<file path="src/rtl/s5ch_pkg.sv">
`timescale 1ns / 1ps

package s5ch_pkg;

  // Most result items that one input item can cause: the request header,
  // with an empty host name, followed by both port bytes.
  localparam int unsigned MaxResults = 7;
  localparam int unsigned ResCntW    = $clog2(MaxResults + 1);

  // Input commands.
  localparam logic [1:0] CmdStart = 2'd0;
  localparam logic [1:0] CmdHost  = 2'd1;
  localparam logic [1:0] CmdRecv  = 2'd2;
  localparam logic [1:0] CmdClose = 2'd3;

  // Result kinds.
  localparam logic KindByte   = 1'b0;
  localparam logic KindStatus = 1'b1;

  // Status codes.
  localparam logic [2:0] StConnected = 3'd0;
  localparam logic [2:0] StInvalid   = 3'd1;
  localparam logic [2:0] StFailed    = 3'd2;
  localparam logic [2:0] StClosed    = 3'd3;
  localparam logic [2:0] StBadSeq    = 3'd4;

  // Configuration register indexes.
  localparam logic CfgDestPort   = 1'b0;
  localparam logic CfgHostLength = 1'b1;

  // Protocol bytes.
  localparam logic [7:0] SocksVersion = 8'h05;
  localparam logic [7:0] CmdConnect   = 8'h01;
  localparam logic [7:0] MethodNoAuth = 8'h00;
  localparam logic [7:0] ByteZero     = 8'h00;
  localparam logic [7:0] AtypIpv4     = 8'h01;
  localparam logic [7:0] AtypDomain   = 8'h03;
  localparam logic [7:0] AtypIpv6     = 8'h04;

  // Reply lengths: header of five bytes, address remainder, two port bytes.
  localparam logic [8:0] ReplyHeadLen   = 9'd5;
  localparam logic [8:0] ReplyDomainAdd = 9'd7;
  localparam logic [8:0] ReplyIpv4Len   = 9'd10;
  localparam logic [8:0] ReplyIpv6Len   = 9'd22;

  typedef enum logic [4:0] {
    PhIdle  = 5'b00001,
    PhGreet = 5'b00010,
    PhHost  = 5'b00100,
    PhReply = 5'b01000,
    PhConn  = 5'b10000
  } phase_e;

  typedef struct packed {
    logic       kind;
    logic [7:0] tx_byte;
    logic [2:0] status;
  } res_entry_t;

  function automatic res_entry_t mk_byte(logic [7:0] b);
    res_entry_t e;
    e.kind    = KindByte;
    e.tx_byte = b;
    e.status  = StConnected;
    return e;
  endfunction

  function automatic res_entry_t mk_status(logic [2:0] s);
    res_entry_t e;
    e.kind    = KindStatus;
    e.tx_byte = 8'h00;
    e.status  = s;
    return e;
  endfunction

endpackage

</file>
<file path="src/rtl/socks5_client_handshake.sv">
`timescale 1ns / 1ps

// Client side of a SOCKS5 CONNECT handshake without authentication.
// Input channel (in_valid_i / in_stall_o): one command per transfer, a start,
// a host-name byte, a byte received from the proxy, or transport closed.
// Output channel (out_valid_o / out_stall_i): bytes to transmit and status
// reports, one per transfer; out_last_o marks the final result of a command.
// Configuration: cfg_we_i writes dest_port (index 0) or host_length (index 1);
// the user must write only while the block is idle, the block does not enforce it.
// The first result of a command is presented in the cycle after the command's
// transfer. A command is processed in its accept cycle and all its results are
// loaded at once into a seven-entry shift buffer, which drains one result per
// cycle while the receiver does not stall. A command with zero results, or with
// one while the receiver does not stall, can follow every cycle; a command
// with more results holds off the input while the single output port drains it.
// When the receiver stalls, the head result holds and the input stalls while
// any result is still to deliver.
// Reset clears the handshake state to idle, empties the buffer and zeroes
// both configuration registers.
module socks5_client_handshake (
  input  logic       clk_i,
  input  logic       rst_ni,
  input  logic       cfg_we_i,
  input  logic       cfg_idx_i,
  input  logic [15:0] cfg_data_i,
  input  logic       in_valid_i,
  output logic       in_stall_o,
  input  logic [1:0] in_cmd_i,
  input  logic [7:0] in_data_byte_i,
  output logic       out_valid_o,
  input  logic       out_stall_i,
  output logic       out_kind_o,
  output logic [7:0] out_tx_byte_o,
  output logic [2:0] out_status_o,
  output logic       out_last_o
);
  import s5ch_pkg::*;

  logic [15:0] dest_port_q;
  logic [7:0]  host_length_q;

  phase_e     phase_q, phase_d;
  logic [8:0] byte_count_q, byte_count_d;
  logic [8:0] reply_total_q, reply_total_d;
  logic [1:0] err_flags_q, err_flags_d;
  logic [7:0] addr_type_q, addr_type_d;

  res_entry_t           res_buf_q [MaxResults];
  res_entry_t           res_new   [MaxResults];
  logic [ResCntW-1:0]   res_cnt_q;
  logic [ResCntW-1:0]   res_new_cnt;

  logic in_xfer;
  logic out_xfer;

  // Configuration writes.
  always_ff @(posedge clk_i or negedge rst_ni) begin
    if (!rst_ni) begin
      dest_port_q   <= '0;
      host_length_q <= '0;
    end else if (cfg_we_i) begin
      case (cfg_idx_i)
        CfgDestPort:   dest_port_q   <= cfg_data_i;
        CfgHostLength: host_length_q <= cfg_data_i[7:0];
        default: ;
      endcase
    end
  end

  // Handshake state and the results of the offered command.
  always_comb begin
    logic [8:0] cnt_inc;
    logic [1:0] flags_greet;
    cnt_inc     = byte_count_q + 9'd1;
    flags_greet = '0;

    phase_d       = phase_q;
    byte_count_d  = byte_count_q;
    reply_total_d = reply_total_q;
    err_flags_d   = err_flags_q;
    addr_type_d   = addr_type_q;
    res_new       = '{default: '0};
    res_new_cnt   = '0;

    case (in_cmd_i)
      CmdStart: begin
        if (phase_q == PhIdle) begin
          res_new[0]   = mk_byte(SocksVersion);
          res_new[1]   = mk_byte(CmdConnect);
          res_new[2]   = mk_byte(MethodNoAuth);
          res_new_cnt  = ResCntW'(3);
          phase_d      = PhGreet;
          byte_count_d = '0;
          err_flags_d  = '0;
        end else if (phase_q == PhConn) begin
          res_new[0]  = mk_status(StConnected);
          res_new_cnt = ResCntW'(1);
        end else begin
          res_new[0]  = mk_status(StBadSeq);
          res_new_cnt = ResCntW'(1);
        end
      end

      CmdHost: begin
        if (phase_q == PhHost) begin
          res_new[0]   = mk_byte(in_data_byte_i);
          res_new_cnt  = ResCntW'(1);
          byte_count_d = cnt_inc;
          if (cnt_inc >= {1'b0, host_length_q}) begin
            // Host name complete: the port follows, then the reply is parsed.
            res_new[1]    = mk_byte(dest_port_q[15:8]);
            res_new[2]    = mk_byte(dest_port_q[7:0]);
            res_new_cnt   = ResCntW'(3);
            phase_d       = PhReply;
            byte_count_d  = '0;
            reply_total_d = ReplyHeadLen;
            err_flags_d   = '0;
            addr_type_d   = '0;
          end
        end else begin
          res_new[0]  = mk_status(StBadSeq);
          res_new_cnt = ResCntW'(1);
        end
      end

      CmdRecv: begin
        if (phase_q == PhGreet) begin
          if (byte_count_q == '0) begin
            err_flags_d[0] = err_flags_q[0] | (in_data_byte_i != SocksVersion);
            byte_count_d   = 9'd1;
          end else begin
            flags_greet    = err_flags_q;
            flags_greet[0] = flags_greet[0] | (in_data_byte_i != MethodNoAuth);
            if (flags_greet != '0) begin
              res_new[0]   = mk_status(StInvalid);
              res_new_cnt  = ResCntW'(1);
              phase_d      = PhIdle;
              byte_count_d = '0;
              err_flags_d  = '0;
            end else begin
              // Greeting accepted: send the request header.
              res_new[0]   = mk_byte(SocksVersion);
              res_new[1]   = mk_byte(CmdConnect);
              res_new[2]   = mk_byte(ByteZero);
              res_new[3]   = mk_byte(AtypDomain);
              res_new[4]   = mk_byte(host_length_q);
              res_new_cnt  = ResCntW'(5);
              phase_d      = PhHost;
              byte_count_d = '0;
              err_flags_d  = flags_greet;
              if (host_length_q == '0) begin
                res_new[5]    = mk_byte(dest_port_q[15:8]);
                res_new[6]    = mk_byte(dest_port_q[7:0]);
                res_new_cnt   = ResCntW'(7);
                phase_d       = PhReply;
                reply_total_d = ReplyHeadLen;
                err_flags_d   = '0;
                addr_type_d   = '0;
              end
            end
          end
        end else if (phase_q == PhReply) begin
          if (byte_count_q < 9'd4) begin
            // Reply header: version, reply code, reserved, address type.
            case (byte_count_q[1:0])
              2'd0: err_flags_d[0] = err_flags_q[0] | (in_data_byte_i != SocksVersion);
              2'd1: err_flags_d[1] = err_flags_q[1] | (in_data_byte_i != ByteZero);
              2'd2: err_flags_d[0] = err_flags_q[0] | (in_data_byte_i != ByteZero);
              default: addr_type_d = in_data_byte_i;
            endcase
            byte_count_d = cnt_inc;
          end else if (byte_count_q == 9'd4) begin
            byte_count_d = ReplyHeadLen;
            if (err_flags_q[0]) begin
              res_new[0]  = mk_status(StInvalid);
              res_new_cnt = ResCntW'(1);
            end else if (err_flags_q[1]) begin
              res_new[0]  = mk_status(StFailed);
              res_new_cnt = ResCntW'(1);
            end else if (addr_type_q == AtypDomain) begin
              reply_total_d = ReplyDomainAdd + {1'b0, in_data_byte_i};
            end else if (addr_type_q == AtypIpv4) begin
              reply_total_d = ReplyIpv4Len;
            end else if (addr_type_q == AtypIpv6) begin
              reply_total_d = ReplyIpv6Len;
            end else begin
              res_new[0]  = mk_status(StInvalid);
              res_new_cnt = ResCntW'(1);
            end
            if (res_new_cnt != '0) begin
              phase_d      = PhIdle;
              byte_count_d = '0;
              err_flags_d  = '0;
            end
          end else begin
            // Address and port bytes are discarded.
            byte_count_d = cnt_inc;
            if (cnt_inc >= reply_total_q) begin
              res_new[0]   = mk_status(StConnected);
              res_new_cnt  = ResCntW'(1);
              phase_d      = PhConn;
              byte_count_d = '0;
            end
          end
        end else begin
          res_new[0]  = mk_status(StBadSeq);
          res_new_cnt = ResCntW'(1);
        end
      end

      CmdClose: begin
        res_new_cnt = ResCntW'(1);
        if (phase_q == PhIdle) begin
          res_new[0] = mk_status(StBadSeq);
        end else begin
          res_new[0]   = mk_status(StClosed);
          phase_d      = PhIdle;
          byte_count_d = '0;
          err_flags_d  = '0;
        end
      end

      default: ;
    endcase
  end

  // A new command is taken once at most the head result is left and it leaves now.
  assign out_valid_o = (res_cnt_q != '0);
  assign out_xfer    = out_valid_o && !out_stall_i;
  assign in_stall_o  = !((res_cnt_q == '0) || ((res_cnt_q == ResCntW'(1)) && !out_stall_i));
  assign in_xfer     = in_valid_i && !in_stall_o;

  always_ff @(posedge clk_i or negedge rst_ni) begin
    if (!rst_ni) begin
      phase_q       <= PhIdle;
      byte_count_q  <= '0;
      reply_total_q <= ReplyHeadLen;
      err_flags_q   <= '0;
      addr_type_q   <= '0;
    end else if (in_xfer) begin
      phase_q       <= phase_d;
      byte_count_q  <= byte_count_d;
      reply_total_q <= reply_total_d;
      err_flags_q   <= err_flags_d;
      addr_type_q   <= addr_type_d;
    end
  end

  // Result buffer count.
  always_ff @(posedge clk_i or negedge rst_ni) begin
    if (!rst_ni) begin
      res_cnt_q <= '0;
    end else if (in_xfer) begin
      res_cnt_q <= res_new_cnt;
    end else if (out_xfer) begin
      res_cnt_q <= res_cnt_q - ResCntW'(1);
    end
  end

  // Result buffer payload: loaded whole, shifted toward the head on each output transfer.
  always_ff @(posedge clk_i) begin
    if (in_xfer) begin
      res_buf_q <= res_new;
    end else if (out_xfer) begin
      for (int i = 0; i < MaxResults - 1; i++) begin
        res_buf_q[i] <= res_buf_q[i+1];
      end
    end
  end

  assign out_kind_o    = res_buf_q[0].kind;
  assign out_tx_byte_o = res_buf_q[0].tx_byte;
  assign out_status_o  = res_buf_q[0].status;
  assign out_last_o    = (res_cnt_q == ResCntW'(1));

  // The buffer never holds more results than one command can cause.
  assert property (@(posedge clk_i) disable iff (!rst_ni)
    res_cnt_q <= ResCntW'(MaxResults))
    else $error("result buffer count out of range");

  // A command is only taken when no undelivered result would be overwritten.
  assert property (@(posedge clk_i) disable iff (!rst_ni)
    in_xfer |-> (res_cnt_q == '0) || ((res_cnt_q == ResCntW'(1)) && out_xfer))
    else $error("command accepted over pending results");

  // Idle always starts from a clean count and clean error flags.
  assert property (@(posedge clk_i) disable iff (!rst_ni)
    (phase_q == PhIdle) |-> (byte_count_q == '0) && (err_flags_q == '0))
    else $error("idle with stale handshake state");

  // The greeting reply is two bytes long.
  assert property (@(posedge clk_i) disable iff (!rst_ni)
    (phase_q == PhGreet) |-> (byte_count_q <= 9'd1))
    else $error("greeting reply count overrun");

  // Past the header the reply count stays below the expected length.
  assert property (@(posedge clk_i) disable iff (!rst_ni)
    (phase_q == PhReply) && (byte_count_q >= ReplyHeadLen) |-> byte_count_q < reply_total_q)
    else $error("reply count passed its total");

endmodule
</file>
<file path="config.mk">
export PLATFORM = sky130hd
export DESIGN_NAME = socks5_client_handshake
export DESIGN_NICKNAME = d
export VERILOG_FILES = /design/src/rtl/s5ch_pkg.sv /design/src/rtl/socks5_client_handshake.sv
export SDC_FILE = /design/constraint.sdc
export NUM_CORES = 1
export LEC_CHECK = 0
export BUFFER_PORTS_ARGS = -buffer_cell sky130_fd_sc_hd__buf_2
export CAP_MARGIN = 30
export CORE_AREA = 3 3 142 144
export CTS_CLUSTER_SIZE = 10
export DETAILED_ROUTE_END_ITERATION = 16
export DIE_AREA = 0 0 145 147
export GPL_ROUTABILITY_DRIVEN = 0
export PLACE_DENSITY = 0.49
export SLEW_MARGIN = 20
export SYNTH_ARGS = -nofsm -noshare
export SYNTH_HDL_FRONTEND = slang
export SYNTH_SLANG_ARGS = --single-unit
</file>
<file path="constraint.sdc">
create_clock -name clk_i -period 4.4 [get_ports clk_i]
set_input_delay 0 -clock clk_i [delete_from_list [all_inputs] [get_ports clk_i]]
set_output_delay 0 -clock clk_i [all_outputs]
set_load 0.01 [all_outputs]
</file>
[Word level (Yosys, flattened, before mapping)]
Cells that the tools add are included.
Storage, ports and cells
  bits in registers: 144
  logic and storage cells: 227
Operators by class
  $add $sub $neg: 3
  $lt $le $gt $ge: 3
  equality and inequality tests: 38
  multiplexer cells: 118
  bitwise logic cells: 7
  reductions and logical operators: 28
Operator list (number)
  72-bit two-way mux: 3
  9-bit two-way mux: 23
  12-bit two-way mux: 13
  84-bit two-way mux: 1
  8-bit two-way mux: 9
  24-bit case mux with 3 select lines: 1
  64-bit two-way mux: 1
  5-bit two-way mux: 11
  3-bit two-way mux: 16
  48-bit two-way mux: 1
  12-bit case mux with 4 select lines: 1
  23-bit two-way mux: 2
  9-bit case mux with 4 select lines: 1
  2-bit two-way mux: 15
  3-bit inequality test (second input constant): 10
  24-bit two-way mux: 1
  4-bit inequality test (second input constant): 5
  5-bit case mux with 4 select lines: 1
  10-bit AND reduction: 2
  9-bit case mux with 2 select lines: 1
  16-bit two-way mux: 1
  8-bit case mux with 2 select lines: 1
  13-bit AND reduction: 1
  3-bit case mux with 4 select lines: 1
  other kinds (46): 75

[Depth between registers and ports, before layout]
Gate-level depths: netlist of the first run.
  depth after elaboration: 18
  gate-level depth with buffers: 14
  gate-level depth less buffers: 11

[Worst setup path after synthesis of the first run]
OpenSTA, ideal clock, no wires.
  path type: register to register
  from: register res_cnt_q[0]
  to: register res_cnt_q[0]
  library setup time: 0.091 ns
  arrival: 3.997 ns
  path slack: 0.312 ns
  stages on the path, launching flop included: 8
  buffers on the path: 0
  clock period less this slack: 4.088 ns
  cells stage by stage: dfrtp_1 -> inv_1 -> ha_1 -> nand2b_1 -> nor2_1 -> a21oi_1 -> o21ai_0 -> a31oi_1
On the way
  elaborated cells between the ends (all ways): 11
RTL lines
  start, declared: line socks5_client_handshake.sv:50  | logic [ResCntW-1:0] res_cnt_q;
  start signal, assigned: line socks5_client_handshake.sv:254  | res_cnt_q <= res_new_cnt;
  start signal, assigned: line socks5_client_handshake.sv:256  | res_cnt_q <= res_cnt_q - ResCntW'(1);
  3-bit nonzero test: line socks5_client_handshake.sv:228  | assign out_valid_o = (res_cnt_q != '0);
  net out_valid_o: line socks5_client_handshake.sv:30  | output logic out_valid_o,
  1-bit logical AND: line socks5_client_handshake.sv:229  | assign out_xfer = out_valid_o && !out_stall_i;
  2-bit nonzero test (no line)
The timed path passes the listed nets, and every way through them passes these cells. The select of a mux whose other input is x is not followed.
A chain may end at the register's enable or synchronous reset.

[Worst setup path after layout of the first run]
  from: register byte_count_q[0]
  to: register reply_total_q[6]
On the way
  cells in the longest elaborated chain, start to end: 4
  elaborated cells between the ends (all ways): 10
RTL lines
  start, declared: line socks5_client_handshake.sv:43  | logic [8:0] byte_count_q, byte_count_d;
  start signal, assigned: line socks5_client_handshake.sv:242  | byte_count_q <= byte_count_d;
  9-bit by 1-bit adder with 9-bit output: line socks5_client_handshake.sv:74  | cnt_inc = byte_count_q + 9'd1;
  9-bit by 8-bit greater-or-equal comparator with 1-bit output: line socks5_client_handshake.sv:109  | if (cnt_inc >= {1'b0, host_length_q}) begin
  2-bit inequality test (no line)
  13-bit AND reduction (no line) (*)
  end signal, assigned: line socks5_client_handshake.sv:237  | reply_total_q <= ReplyHeadLen;
  end signal, assigned: line socks5_client_handshake.sv:243  | reply_total_q <= reply_total_d;
  end, declared: line socks5_client_handshake.sv:44  | logic [8:0] reply_total_q, reply_total_d;
Every way passes the cells marked *; elsewhere a longest branch is shown, timed or not.

==> flow_summary.toml, run 1 <==
[status]
status = "finished clean"

[synth]
synthFlopType = "edfxtp_1"
synth-seq-cells = 120
syn_nets = 651
synth-warning-count = 0
synthesis.area_um2 = 6590
ys_types = 65
yosys.area.top_type = "edfxtp_1"
async_reset_ff_share_pct = 50.0
avgSynthCellArea_um2 = 11.2
synth_top_area_share_pct = 27.4
synth_cells = 587
synth.area.top_cells = "edfxtp_1 (27%), dfrtp_1 (22%), mux2_2 (6.3%)"
ys_seq_area_share_pct = 50.2
synth_edf_count = 60

[critical_path]
crit_slowest_cell = "o2111ai_1"
r2r_cells = 10
reg2reg_to = "reply_total_q[6]$_DFFE_PN0P_"
reg2reg_slack_ns = 0.81
cp_cell_sequence = "ha_1 -> nand3_1 -> xnor2_1 -> ha_1 -> nand4_1 -> o21ai_0 -> a21oi_1 -> o2111ai_1 -> nand4_2 -> mux2_2"
critical-path-top-delay-family = "compound AO/OA/AOI/OAI gates"
worst-path-stages = 10
endpoint_kind = "flop"
timing.rr.start = "byte_count_q[0]$_DFFE_PN0P_"
cp.required_ns = 4.70
path_max_fanout = 10
max_stage_delay_ns = 0.75
critPathKind = "reg -> reg"
worst-path-buf-inv = 0
critPathArrivalTime_ns = 3.89
crit_top_cell = "ha_1"
worstSetupStartpointType = "flop"

[detailed_routing]
ant_nets = 0
postRouteWirelength_um = 17700
vias = 4957
via_per_inst = 5.34
drt_iter0_drc = 439
drtPass1Iterations = 5
drcViolationCount = 0
post_drt_wl_per_cell_um = 19.0

[global_routing]
grt_pass1_wl_um = 27900
antenna_found_initial = 0
grt_pass1_vias = 4922
grt_remaining_overflow = 0
grt_max_degree = 61
grt_use_total_pct = 16.8

[timing]
tightest_slew_ns = 0.935
slew_headroom_pct = 37.1
hold_viol_final = 0
fin_worst_skew_ns = 0.0123
fin_ws_ns = 0.810
rsz0062_at_grt = "false"
post-route-period-util_pct = 81.6
fmax_mhz = 279
fin_crit_ns = 3.59
tns_ns = 0
setup-violations-final = 0
slew_violations = 0

[layout]
drive_gt1_share_pct = 21.4
final_common_cell = "edfxtp_1"
final_cell_mix = "edfxtp_1 (60), dfrtp_1 (57), buf_2 (47), inv_1 (40), a22o_1 (38)"
syn_to_final_growth_pct = 21.2
stdcell_area_um2 = 7980
fill_cells = 1800
nets = 719
insertedDiodeCount = 0

[floorplanning]
die_h_um = 147
dieArea_um2 = 21300
boundaryPins = 47
initial_core_util_pct = 35.0
rows = 50
die_w_um = 145
core_um2 = 18800

[hold_path]
hold_path.class = "in -> reg"
hold_start = "cfg_idx_i"
hold_depth = 4
min_to = "dest_port_q[2]$_DFFE_PN0P_"

[cts]
cts-root-buf = "clkbuf_16"
clk_pin_slew_ns = 0.06
cts_buffer_depth = 2
ctsHtreeMaxLevel = 4
post_cts_buffers = 0
cts.sinks = 120
cts_made_buffers = 17
insertion_delay_ns = 0.42
cts_tree = "done"

[placement]
pre_cts_slack_ns = 0.841
place_area_um2 = 7070
numPortBuffers = 46
dp_hpwl_um = 12700

[run]
drv_cap = 0

[power_and_ir_drop]
p_leak_nw = 3.37
peakVddDrop_uv = 281
power.density_nw_per_um2 = 573
## through the flow
stage          cells  hold WS, ns  power, mW  util, %
2_1_floorplan    587       -0.296       2.70        -
3_3_place_gp     867        0.232       3.03     37.4
3_5_place_dp     868        0.236       3.07     37.5
4_1_cts          927        0.170       4.60     42.4
5_1_grt          928        0.196       4.82     42.4
6_report         928        0.183       4.57     42.4
## what timing repair did
item	CTS	global route
hold buffers	27	0
resized for setup	0	0
setup endpoints to repair	0	0
hold endpoints to repair	95	0
## report_power, final
group	total [mW]	switching [mW]	internal [mW]	leakage (nW)
clock network	1.49	0.526	0.968	0.296
logic	1.22	0.686	0.539	1.74
registers	1.85	0.215	1.64	1.33
## final cells by class
type	instances	area, um2	area share [%]
clock buffers	19	443	5.55
flip-flops and latches	120	3310	41.4
multi-input cells	393	2970	37.2
well taps	260	325	4.08
repair buffers	83	593	7.43
clock inverters	13	194	2.43
inverters	40	150	1.88
## tightest hold or removal path: stages
cell and delay (ns):
buf_2 0.09, nor2b_1 0.04, buf_4 0.20, mux2_2 0.24
## logic make-up (layout without fill, tap and decap cells)
| family | after synthesis | after routing | share of synthesized area (%) |
|---|---|---|---|
| simple gates | 169 | 169 | 14.2 |
| flops | 120 | 120 | 50.2 |
| mux | 47 | 47 | 7.85 |
| buf+inv | 74 | 155 | 4.88 |
| fa+ha+maj | 32 | 32 | 6.08 |
| xor+xnor | 14 | 14 | 1.86 |
| compound gates | 131 | 131 | 15.0 |
## Yosys cell counts, types with 6 or more instances
master,instances
nand4_1,7
a21oi_1,24
nand3_1,21
and2_1,19
a31oi_1,6
inv_1,40
nor2_1,25
o21ai_0,17
nor3_1,15
xnor2_1,9
mux2i_1,10
ha_1,32
buf_4,11
and3_1,10
edfxtp_1,60
dfrtp_1,57
nor4_1,7
a22o_1,38
mux2_2,37
clkbuf_1,21
nand2_1,34
## flip-flops by register name (all words and copies together), names as in the netlist
signal	cells
res_buf_q	48
dest_port_q	16
byte_count_q	9
reply_total_q	9
addr_type_q	8
host_length_q	8
out_tx_byte_o	8
phase_q	5
out_status_o	3
res_cnt_q	3
err_flags_q	2
out_kind_o	1
## worst max path at each step
stage                                 from                           end  slack [ns]
6_report       byte_count_q[0]$_DFFE_PN0P_  reply_total_q[6]$_DFFE_PN0P_        0.81
3_3_place_gp   byte_count_q[0]$_DFFE_PN0P_  reply_total_q[7]$_DFFE_PN0P_        0.99
5_1_grt        byte_count_q[0]$_DFFE_PN0P_  reply_total_q[6]$_DFFE_PN0P_        0.55
3_5_place_dp   byte_count_q[0]$_DFFE_PN0P_  reply_total_q[6]$_DFFE_PN0P_        0.84
2_1_floorplan     res_cnt_q[0]$_DFFE_PN0P_      res_cnt_q[0]$_DFFE_PN0P_        0.31
4_1_cts        byte_count_q[0]$_DFFE_PN0P_  reply_total_q[6]$_DFFE_PN0P_        0.82
## routing by layer
layer	global-route usage (%)	up-vias	routed length, um
met2	24.9	170	7710
met1	24.3	2447	8660
met5	0	-	0
li1	-	2318	-
met3	4.10	22	939
met4	5.18	0	348
Power figures use the tool's default switching activity.
==> run 2: changes to the inputs <==
--- a/config.mk
+++ b/config.mk
@@ -12,7 +12,7 @@
 export DETAILED_ROUTE_END_ITERATION = 16
 export DIE_AREA = 0 0 145 147
 export GPL_ROUTABILITY_DRIVEN = 0
-export PLACE_DENSITY = 0.49
+export PLACE_DENSITY = 0.51
 export SLEW_MARGIN = 20
 export SYNTH_ARGS = -nofsm -noshare
 export SYNTH_HDL_FRONTEND = slang
==> constraint.sdc (replaced) <==
create_clock -name clk_i -period 2.9 [get_ports clk_i]
set_input_delay 0 -clock clk_i [delete_from_list [all_inputs] [get_ports clk_i]]
set_output_delay 0 -clock clk_i [all_outputs]
set_load 0.01 [all_outputs]
==> run 2 against run 1 <==
  * Clock power is 36% higher
  * Wire length is 1.1% higher
  * Non-clock buffer count is 37 higher
  * Setup slack worse by 0.75 ns
  * Clock skew is 0.0041 ns lower
  * Final cell count is 3.9% higher
  * Critical path type unchanged
==> flow_summary.toml, run 2 (synthesis results as in run 1) <==
[status]
status = "finished clean"

[layout]
drive_gt1_share_pct = 28.6
syn_to_final_growth_pct = 26.9
stdcell_count = 964
fin_util_pct = 44.4
final_cell_mix = "edfxtp_1 (60), dfrtp_1 (55), buf_2 (46), buf_4 (43), inv_1 (40)"
largest_reg_flops = 48
nets = 756
final_common_cell = "edfxtp_1"
largest_register = "res_buf_q"
reg.largest.list = "res_buf_q: 48 flops, dest_port_q: 16 flops"
insertedDiodeCount = 0

[critical_path]
cp_cell_sequence = "ha_4 -> nand3_1 -> xnor2_2 -> ha_1 -> nand4_1 -> o21ai_1 -> a21oi_2 -> o2111ai_2 -> clkdlybuf4s15_2 -> nand2_1 -> o41a_1"
max_stage_delay_ns = 0.44
critPathKind = "reg -> reg"
path_max_fanout = 5
crit_slowest_cell = "o41a_1"
worstSetupStartpointType = "flop"
cp.required_ns = 3.19
critical-path-top-delay-family = "compound AO/OA/AOI/OAI gates"
critPathArrivalTime_ns = 3.13
endpoint_kind = "flop"
worst-path-buf-inv = 1

[timing]
post-route-period-util_pct = 97.9
slew_headroom_pct = 51.3
rsz0062_at_grt = "true"
hold_viol_final = 0
fin_crit_ns = 2.84
fmax_mhz = 352
tns_ns = 0
slew_violations = 0
setup-violations-final = 0
tightest_slew_ns = 0.727
fin_worst_skew_ns = 0.00819

[global_routing]
grt_pass1_wl_um = 28200
grt_pass1_vias = 4971
grt_max_degree = 61
antenna_found_initial = 0
grt_remaining_overflow = 0
grt_use_total_pct = 16.9

[floorplanning]
die_w_um = 145
rows = 50
boundaryPins = 47
core_um2 = 18800
dieArea_um2 = 21300
die_h_um = 147
initial_core_util_pct = 35.0

[cts]
cts_buffer_depth = 2
insertion_delay_ns = 0.42
cts-root-buf = "clkbuf_16"
cts_tree = "done"
cts.sinks = 120
clk_pin_slew_ns = 0.06
cts_made_buffers = 17
ctsHtreeMaxLevel = 4

[placement]
numPortBuffers = 46
dp_hpwl_um = 12800
numPlacedInstances = 897

[detailed_routing]
vias = 5057
drtPass1Iterations = 5
postRouteWirelength_um = 17800
post_drt_wl_per_cell_um = 18.5
ant_nets = 0
drt_iter0_drc = 487
via_per_inst = 5.25
drcViolationCount = 0

[power_and_ir_drop]
peakVddDrop_uv = 418
total_power_mw = 6.84
p_leak_nw = 3.57
power.density_nw_per_um2 = 818

[run]
drv_cap = 0

[hold_path]
hold_path.class = "in -> async"
## run 2: worst register-to-register path: cells and delay by family (launching register included)
family / cells / cell delay [ns]
compound gates: 4 / 0.95
fa+ha+maj: 2 / 0.53
flops: 1 / 0.39
simple gates: 3 / 0.33
buf+inv: 1 / 0.32
xor+xnor: 1 / 0.19
## run 2: power by group
| group | internal [mW] | switching, mW |
|---|---|---|
| registers | 2.48 | 0.301 |
| clock network | 1.20 | 0.818 |
| logic | 0.922 | 1.11 |
## run 2: area by class of cell
class	count	area, um2
tap	260	325
multi-input combinational	393	3130
sequential	120	3310
fill	1752	10500
clock buffer	18	439
inverter	40	150
clock inverter	13	120
timing repair buffer	120	886
## run 2: metal layers
layer	up-vias	GRT usage [%]	wire, um
met4	0	5.80	379
li1	2391	-	-
met3	27	3.64	844
met2	170	26.1	7970
met1	2469	23.8	8640
met5	-	0	0
## run 2: worst paths after layout
check	startpoint	to	slack [ns]	cells after the start
worst max-delay path	byte_count_q[1]$_DFFE_PN0P_	err_flags_q[1]$_DFFE_PN0P_	0.06	11
worst min-delay path	rst_ni	addr_type_q[7]$_DFFE_PN0P_	0.12	3
worst max register to register	byte_count_q[1]$_DFFE_PN0P_	err_flags_q[1]$_DFFE_PN0P_	0.06	11
worst min register to register	res_buf_q[31]$_DFFE_PP_	res_buf_q[43]$_SDFFCE_PP0P_	0.52	1
max in group asynchronous	rst_ni	byte_count_q[0]$_DFFE_PN0P_	2.46	3
min in group clk_i	cfg_idx_i	dest_port_q[2]$_DFFE_PN0P_	0.17	4
## run 2: what timing repair did
action                                  CTS  global route
gates cloned                              0             1
resized for setup                         6            26
endpoints found under the setup margin   27            49
pin swaps                                 4             9
buffers inserted                          2             6
hold endpoints to repair                 98             0
hold buffers                             27             0
## run 2: metrics by stage
step / hold slack [ns] / area [um2] / setup WS [ns]
3_3_place_gp: 0.0400 / 7300 / -0.162
3_5_place_dp: 0.0454 / 7300 / -0.179
6_report: 0.117 / 8360 / 0.0615
5_1_grt: 0.170 / 8360 / -0.0460
4_1_cts: 0.134 / 8160 / -0.00286
2_1_floorplan: -0.296 / 6600 / 0.00776
